<file path="src/design/rnsp_pkg.sv">
// Shared types and constants of the radix number string parser.
package rnsp_pkg;

    // Widths of the payload fields
    localparam int CHAR_W   = 8;
    localparam int RADIX_W  = 6;
    localparam int DCHAR_W  = 7;
    localparam int STATUS_W = 2;
    localparam int VALUE_W  = 6;

    // Radix after reset
    localparam logic [RADIX_W-1:0] RADIX_RESET = 6'd10;

    // Characters with a meaning of their own
    localparam logic [CHAR_W-1:0] CH_NUL        = 8'h00;
    localparam logic [CHAR_W-1:0] CH_PLUS       = 8'h2B;
    localparam logic [CHAR_W-1:0] CH_COMMA      = 8'h2C;
    localparam logic [CHAR_W-1:0] CH_MINUS      = 8'h2D;
    localparam logic [CHAR_W-1:0] CH_PERIOD     = 8'h2E;
    localparam logic [CHAR_W-1:0] CH_ZERO       = 8'h30;
    localparam logic [CHAR_W-1:0] CH_NINE       = 8'h39;
    localparam logic [CHAR_W-1:0] CH_UPPER_A    = 8'h41;
    localparam logic [CHAR_W-1:0] CH_UPPER_Z    = 8'h5A;
    localparam logic [CHAR_W-1:0] CH_UNDERSCORE = 8'h5F;
    localparam logic [CHAR_W-1:0] CH_LOWER_A    = 8'h61;
    localparam logic [CHAR_W-1:0] CH_LOWER_Z    = 8'h7A;

    // Distance from lowercase to uppercase letters
    localparam logic [CHAR_W-1:0] CASE_OFFSET = 8'h20;
    // Digit value of the letter A
    localparam logic [CHAR_W-1:0] LETTER_BASE = 8'd10;

    // Completion status codes
    typedef enum logic [STATUS_W-1:0] {
        ST_OK        = 2'd0,
        ST_BAD_FIRST = 2'd1,
        ST_BAD_DIGIT = 2'd2,
        ST_NO_DIGITS = 2'd3
    } status_t;

    // Parser phase, one-hot
    typedef enum logic [3:0] {
        PH_START   = 4'b0001,
        PH_PREFIX  = 4'b0010,
        PH_DIGITS  = 4'b0100,
        PH_DISCARD = 4'b1000
    } phase_t;

    // Per-literal parser state
    typedef struct packed {
        phase_t phase;
        logic   negative;
        logic   zero_pending;
        logic   digit_seen;
    } parse_state_t;

    localparam parse_state_t STATE_CLEAR = '{
        phase: PH_START, negative: 1'b0, zero_pending: 1'b0, digit_seen: 1'b0
    };

    // One result word
    typedef struct packed {
        logic                neg_sign;
        status_t             status;
        logic                number_done;
        logic [DCHAR_W-1:0]  digit_char;
        logic                digit_valid;
    } result_t;

endpackage

</file>
<file path="src/design/rnsp_step.sv">
// Next-state and result logic for one character of the literal.
module rnsp_step import rnsp_pkg::*; (
    input  logic [CHAR_W-1:0]  in_char,
    input  logic [RADIX_W-1:0] radix,
    input  parse_state_t       state,
    output parse_state_t       state_next,
    output logic               res_valid,
    output result_t            res
);

    logic               is_dec;
    logic               is_upper;
    logic               is_lower;
    logic               is_sign;
    logic [CHAR_W-1:0]  value_wide;
    logic [VALUE_W-1:0] value;
    logic               digit_ok;
    logic [CHAR_W-1:0]  upper_char;

    // Classify the character and take its digit value
    always_comb begin
        is_dec   = (in_char >= CH_ZERO) && (in_char <= CH_NINE);
        is_upper = (in_char >= CH_UPPER_A) && (in_char <= CH_UPPER_Z);
        is_lower = (in_char >= CH_LOWER_A) && (in_char <= CH_LOWER_Z);
        is_sign  = (in_char == CH_MINUS) || (in_char == CH_PLUS);
        if (is_dec) begin
            value_wide = in_char - CH_ZERO;
        end else if (is_upper) begin
            value_wide = in_char - CH_UPPER_A + LETTER_BASE;
        end else begin
            value_wide = in_char - CH_LOWER_A + LETTER_BASE;
        end
        value      = value_wide[VALUE_W-1:0];
        digit_ok   = (is_dec || is_upper || is_lower) && (value < radix);
        upper_char = is_lower ? (in_char - CASE_OFFSET) : in_char;
    end

    // Walk the phases
    always_comb begin
        logic stage;
        stage      = 1'b0;
        state_next = state;
        res_valid  = 1'b0;
        res        = '0;

        case (state.phase)
            PH_START: begin
                if (is_sign) begin
                    state_next.negative = (in_char == CH_MINUS);
                    state_next.phase    = PH_PREFIX;
                end else if (is_dec) begin
                    state_next.phase = PH_PREFIX;
                    if (in_char == CH_ZERO) begin
                        state_next.zero_pending = 1'b1;
                    end else begin
                        stage = 1'b1;
                    end
                end else begin
                    state_next       = STATE_CLEAR;
                    state_next.phase = (in_char == CH_NUL) ? PH_START : PH_DISCARD;
                    res_valid        = 1'b1;
                    res.number_done  = 1'b1;
                    res.status       = ST_BAD_FIRST;
                end
            end
            PH_PREFIX: begin
                if (!state.zero_pending && is_sign) begin
                    if (in_char == CH_MINUS) begin
                        state_next.negative = !state.negative;
                    end
                end else if (in_char == CH_ZERO) begin
                    state_next.zero_pending = 1'b1;
                end else if ((in_char == CH_NUL) && state.zero_pending) begin
                    // Only zeros reached the end: keep one zero
                    state_next      = STATE_CLEAR;
                    res_valid       = 1'b1;
                    res.digit_valid = 1'b1;
                    res.digit_char  = CH_ZERO[DCHAR_W-1:0];
                    res.number_done = 1'b1;
                    res.status      = ST_OK;
                    res.neg_sign    = state.negative;
                end else begin
                    stage = 1'b1;
                end
            end
            PH_DIGITS: begin
                stage = 1'b1;
            end
            PH_DISCARD: begin
                if (in_char == CH_NUL) begin
                    state_next = STATE_CLEAR;
                end
            end
            default: begin
                state_next = STATE_CLEAR;
            end
        endcase

        // Digit stage, shared by the first three phases
        if (stage) begin
            state_next.phase        = PH_DIGITS;
            state_next.zero_pending = 1'b0;
            if ((in_char == CH_NUL) || (in_char == CH_PERIOD)) begin
                state_next       = STATE_CLEAR;
                state_next.phase = (in_char == CH_NUL) ? PH_START : PH_DISCARD;
                res_valid        = 1'b1;
                res.number_done  = 1'b1;
                res.status       = state.digit_seen ? ST_OK : ST_NO_DIGITS;
                res.neg_sign     = state.negative;
            end else if ((in_char == CH_UNDERSCORE) || (in_char == CH_COMMA)) begin
                res_valid = 1'b0;
            end else if (!digit_ok) begin
                state_next       = STATE_CLEAR;
                state_next.phase = PH_DISCARD;
                res_valid        = 1'b1;
                res.number_done  = 1'b1;
                res.status       = ST_BAD_DIGIT;
                res.neg_sign     = state.negative;
            end else begin
                state_next.digit_seen = 1'b1;
                res_valid             = 1'b1;
                res.digit_valid       = 1'b1;
                res.digit_char        = upper_char[DCHAR_W-1:0];
            end
        end
    end

endmodule

</file>
<file path="src/design/radix_number_string_parser_core.sv">
// Top level of the radix number string parser: registers, handshakes, assertions.
//
// Streaming parser of a signed integer literal, one ASCII character per input
// word, NUL-terminated. Each character passes an input register and is parsed
// into the result register once that register can take it, so the block
// takes one word per clock unless m_tready stalls the full result. A character
// yields either no result (signs, leading zeros, separators, discarded input)
// or one result word: an accepted digit as uppercase '0'-'9'/'A'-'Z', or the
// closing word with tlast high, a status (0 ok, 1 bad first character,
// 2 invalid digit, 3 no digits) and the sign. A closing word that was not
// caused by a NUL makes the parser drop input up to and including the next
// NUL. The radix is to be written through cfg_ only while the block is idle;
// the block itself does not enforce this; cfg_ready is always high.
module radix_number_string_parser_core import rnsp_pkg::*; (
    input  logic               aclk,
    input  logic               aresetn,
    // Radix write channel
    input  logic               cfg_valid,
    output logic               cfg_ready,
    input  logic [RADIX_W-1:0] cfg_data,
    // Character input
    input  logic               s_tvalid,
    output logic               s_tready,
    input  logic [CHAR_W-1:0]  s_tdata,   // [7:0] in_char
    // Result output
    output logic               m_tvalid,
    input  logic               m_tready,
    output logic [7:0]         m_tdata,   // [0] digit_valid, [7:1] digit_char
    output logic               m_tlast,   // number_done
    output logic [2:0]         m_tuser    // [1:0] status, [2] neg_sign
);

    logic [RADIX_W-1:0] radix_reg;
    logic               in_valid_reg;
    logic [CHAR_W-1:0]  in_char_reg;
    parse_state_t       state_reg;
    parse_state_t       state_next;
    logic               out_valid_reg;
    result_t            out_reg;
    logic               res_valid;
    result_t            res;
    logic               advance;

    assign cfg_ready = 1'b1;

    // Hold the radix
    always_ff @(posedge aclk) begin
        if (!aresetn) begin
            radix_reg <= RADIX_RESET;
        end else if (cfg_valid) begin
            radix_reg <= cfg_data;
        end
    end

    // Parse the held word once the result register can take its result
    assign advance  = in_valid_reg && (!out_valid_reg || m_tready);
    assign s_tready = !in_valid_reg || advance;

    // Capture the input word
    always_ff @(posedge aclk) begin
        if (!aresetn) begin
            in_valid_reg <= 1'b0;
        end else if (s_tready) begin
            in_valid_reg <= s_tvalid;
        end
    end

    always_ff @(posedge aclk) begin
        if (s_tready && s_tvalid) begin
            in_char_reg <= s_tdata;
        end
    end

    rnsp_step u_step (
        .in_char    (in_char_reg),
        .radix      (radix_reg),
        .state      (state_reg),
        .state_next (state_next),
        .res_valid  (res_valid),
        .res        (res)
    );

    // Advance the parser state
    always_ff @(posedge aclk) begin
        if (!aresetn) begin
            state_reg <= STATE_CLEAR;
        end else if (advance) begin
            state_reg <= state_next;
        end
    end

    // Load or drain the result register
    always_ff @(posedge aclk) begin
        if (!aresetn) begin
            out_valid_reg <= 1'b0;
        end else if (advance) begin
            out_valid_reg <= res_valid;
        end else if (m_tready) begin
            out_valid_reg <= 1'b0;
        end
    end

    always_ff @(posedge aclk) begin
        if (advance && res_valid) begin
            out_reg <= res;
        end
    end

    assign m_tvalid = out_valid_reg;
    assign m_tdata  = {out_reg.digit_char, out_reg.digit_valid};
    assign m_tlast  = out_reg.number_done;
    assign m_tuser  = {out_reg.neg_sign, out_reg.status};

`ifndef NO_ASSERTIONS
    // A word without tlast is always a plain digit
    a_digit_word: assert property (@(posedge aclk) disable iff (!aresetn)
        (m_tvalid && !m_tlast) |-> (m_tdata[0] && (m_tuser == 3'd0)))
        else $error("non-final result word carries no digit");

    // Emitted digits are uppercase base-36 characters
    a_digit_range: assert property (@(posedge aclk) disable iff (!aresetn)
        (m_tvalid && m_tdata[0]) |->
            (((m_tdata[7:1] >= CH_ZERO[DCHAR_W-1:0]) && (m_tdata[7:1] <= CH_NINE[DCHAR_W-1:0]))
          || ((m_tdata[7:1] >= CH_UPPER_A[DCHAR_W-1:0])
              && (m_tdata[7:1] <= CH_UPPER_Z[DCHAR_W-1:0]))))
        else $error("digit character out of range");

    // Flags live only in their phases
    a_flag_phase: assert property (@(posedge aclk) disable iff (!aresetn)
        (!state_reg.digit_seen || (state_reg.phase == PH_DIGITS))
        && (!state_reg.zero_pending || (state_reg.phase == PH_PREFIX)))
        else $error("parser flag set outside its phase");

    // Input stalls only behind a stalled full result register
    a_stall_cause: assert property (@(posedge aclk) disable iff (!aresetn)
        !s_tready |-> (out_valid_reg && !m_tready && in_valid_reg))
        else $error("input stalled without back pressure");
`endif

endmodule

</file>
<file path="config.mk">
export PLATFORM = sky130hd
export DESIGN_NAME = radix_number_string_parser_core
export DESIGN_NICKNAME = d
export VERILOG_FILES = /design/src/design/rnsp_pkg.sv /design/src/design/rnsp_step.sv /design/src/design/radix_number_string_parser_core.sv
export SDC_FILE = /design/constraint.sdc
export NUM_CORES = 1
export LEC_CHECK = 0
export ABC_CLOCK_PERIOD_IN_PS = 6150
export BUFFER_PORTS_ARGS = -buffer_cell sky130_fd_sc_hd__buf_4
export CORE_UTILIZATION = 35
export DETAILED_ROUTE_END_ITERATION = 6
export HOLD_SLACK_MARGIN = 0.02
export SYNTH_ARGS = -nofsm -noshare
export SYNTH_HDL_FRONTEND = slang
export SYNTH_HIERARCHICAL = 1
export SYNTH_SLANG_ARGS = --single-unit
export TNS_END_PERCENT = 5
</file>
<file path="constraint.sdc">
create_clock -name aclk -period 6.15 [get_ports aclk]
set_input_delay 0.9225 -clock aclk [delete_from_list [all_inputs] [get_ports aclk]]
set_output_delay 0.9225 -clock aclk [all_outputs]
set_load 0.05 [all_outputs]
</file>
==> reports/results.tsv <==
stage	metric	value	unit
yosys	Post-synth EDFFs	20	
layout	Nets	315	
global_route	first-pass GRT wire length	9070	um
sta	Max Fclk	254	MHz
global_route	vias in the first global route	1844	
global_route	GR Overflow Total	0	
cts	CTS tree	yes	
yosys	synthesized area	2390	um2
power_and_ir_drop	switching power	0.162	mW
yosys	sequential share of the synthesized area	37.7	%
power_and_ir_drop	LEAKAGE	1.11	nW
critical_path	critical path required time	6060	ps
sta	Final Cycle Share	64.0	%
routing	Vias	2029	
floorplan	Die W	84.6	um
flow_run	MaxCap Viol Count	0	
global_route	gr usage total	16.2	%
placed_design	GP Congestion	0.866	
layout	share of cells above drive strength 1	20.2	%
global_route	pin count of the biggest net entering global routing	22	
power_and_ir_drop	total internal power	0.398	mW
cts	# resized after CTS	0	
routing	Total Routed Length	5490	um
yosys	Ys Warns	6	
sta	worst slew pin tran	967	ps
placed_design	PortBufs	32	
power_and_ir_drop	PwrDens	205	nW/um2
sta	headroom to the max-slew limit	35.3	%
routing	drt wl/cell	15.3	um
layout	most common cell after layout, fill and taps aside	buf_4	
outcome	outcome	finished with violations	
critical_path	CP startpoint kind	flip-flop	
yosys	asr flop ratio synth	0	%
yosys	Synth cell types	63	
routing	drt pass-1 iters	7	
power_and_ir_drop	sequential fraction of design power	49.0	%
floorplan	die area	7160	um2
sta	crit path time final	3930	ps
sta	final setup vio count	0	
cts	Skew-Pair Late Insertion Delay	290	ps
layout	Ant. Diodes	0	
routing	number of remaining DRC errors	2	
critical_path	CP Max Fanout	12	
yosys	Net Count, Synth	290	
power_and_ir_drop	sw frac	29.0	%
power_and_ir_drop	overall power	0.560	mW
cts	setup bufs post-CTS	0	
critical_path	Critical Path End Type	flip-flop	
floorplan	io pins	34	
floorplan	Starting Density	37.0	%
yosys	#FFs+latches synth	35	
routing	DR iter-0 viols	155	
cts	count of hold-fix buffers inserted at cts	0	
power_and_ir_drop	Gate power share	20.8	%
layout	most frequent cells in the layout	32 x buf_4, 20 x nand2_1, 20 x edfxtp_1, 17 x nor2_1	
outcome	failing checks	DRC	
yosys	Post-Synthesis Cells	256	
power_and_ir_drop	Worst IR Drop VDD	0.149	mV
floorplan	Die Ht	84.6	um
sta	TNS Setup	0	ps
cts	root buf cell	clkbuf_8	
layout	Layout area overhead	14.4	%
routing	vias per cell	5.65	
sta	RSZ-0062 raised after global routing	no	
floorplan	core area	6460	um2
worst_hold_path	Hold Path Class	reg2reg	
cts	CTS Buf Count	5	
sta	final hold vios	0	
routing	antenna viol nets, final	0	
critical_path	Crit Path Class	reg2reg	
cts	maximum buffer depth of the clock tree	2	
cts	# clock sinks	35	
floorplan	# rows	29	
yosys	Most used DFF post-synth	edfxtp_1	
global_route	initial antenna violation count	0	
yosys	syn avg cell area	9.33	um2
sta	Worst Clk Skew	2.75	ps
cts	H-Tree Depth	2	
critical_path	WP data arrival	3840	ps
power_and_ir_drop	clock share of power	30.2	%
placed_design	post-DP HPWL	4160	um
sta	Slew Viols, Final	0	
cts	clk slew on worst S/H paths	70	ps
==> cell type report <==
cell class | count | area (um2)
fillers | 652 | 3730
multi-input cells | 192 | 1350
flip-flops and latches | 35 | 901
repair buffers | 32 | 240
well taps | 77 | 96.3
clock buffers | 7 | 86.3
inverters | 15 | 56.3
clock inverters | 1 | 3.75
==> cells in the mapped netlist (2+ instances only) <==
master | count | area share [%]
buf_4 | 2 | 0.63
a211oi_1 | 6 | 1.9
o21ai_2 | 8 | 2.9
or2_2 | 2 | 0.52
xnor2_1 | 5 | 1.8
mux2i_1 | 7 | 2.9
nand2b_1 | 3 | 0.79
nor4b_1 | 3 | 1.1
edfxtp_1 | 20 | 25
nor3b_1 | 4 | 1.3
o21ai_0 | 10 | 2.1
buf_2 | 6 | 1.3
inv_1 | 15 | 2.4
nor2_1 | 17 | 2.7
o22ai_1 | 3 | 0.79
nand4bb_1 | 2 | 0.94
a21oi_1 | 9 | 1.9
a22o_1 | 2 | 0.73
nor2b_1 | 7 | 1.8
ha_1 | 15 | 7.9
buf_6 | 2 | 0.94
nand2_1 | 20 | 3.1
nor3_1 | 6 | 1.3
a21boi_0 | 3 | 0.94
nand4_1 | 7 | 1.8
o31ai_1 | 4 | 1.3
nand3b_1 | 3 | 0.94
dfxtp_1 | 15 | 13
o21bai_1 | 2 | 0.63
and3b_1 | 2 | 0.73
a32oi_1 | 2 | 0.73
nand3_1 | 10 | 2.1
o211ai_1 | 3 | 0.94
clkbuf_1 | 2 | 0.31
==> power by group through the flow <==
stage               Clock (mW)  Combinational, mW  Sequential (mW)
global placement             0              0.114            0.279
CTS                      0.177              0.115            0.274
finish                   0.169              0.116            0.274
global route             0.186              0.127            0.276
detailed placement           0              0.115            0.279
floorplan                    0             0.0781            0.284
==> through the flow <==
stage	setup WS, ps	hold WS, ps	cell area [um2]	cells	utilization, %
after CTS	2290	488	2730	359	42.3
after floorplan	3140	440	2390	256	-
after global routing	1810	527	2730	359	42.3
final	2220	483	2730	359	42.3
after global placement	2330	461	2640	351	40.9
after detailed placement	2300	471	2640	351	40.9
==> routing by layer <==
metal	track usage (%)	vias to the layer above	part of all wire (%)
met5	0	-	0
met1	23.0	951	50
met2	23.3	74	42
met3	3.93	10	6.3
met4	7.24	0	1.9
li1	-	994	-
==> path summary, 6_finish.rpt <==
kind,slack [ps],startpoint,to,cells after the start
setup / recovery,2220,in_char_reg[0]$_DFFE_PP_,m_tdata[6]$_DFFE_PP_,9
hold / removal,480,radix_reg[1]$_SDFFE_PN1P_,radix_reg[1]$_SDFFE_PN1P_,2
setup reg to reg,2220,in_char_reg[0]$_DFFE_PP_,m_tdata[6]$_DFFE_PP_,9
hold reg to reg,480,radix_reg[1]$_SDFFE_PN1P_,radix_reg[1]$_SDFFE_PN1P_,2
==> worst max-delay path, stage by stage, from the launching register on <==
cell and delay (ps):
edfxtp_1 480, inv_1 190, ha_1 290, nor3b_1 570
nand3_1 310, nor3b_1 450, nand2b_1 290, nand3_1 150
nand2_1 70, nor2_1 750
==> logic make-up after synthesis <==
family	share of synthesized area [%]
compound gates	19.9
xor+xnor	2.20
fa+ha+maj	7.86
buf+inv	5.87
flops	37.7
mux	2.93
other cells	0.157
simple gates	23.4
Power figures use the tool's default switching activity.
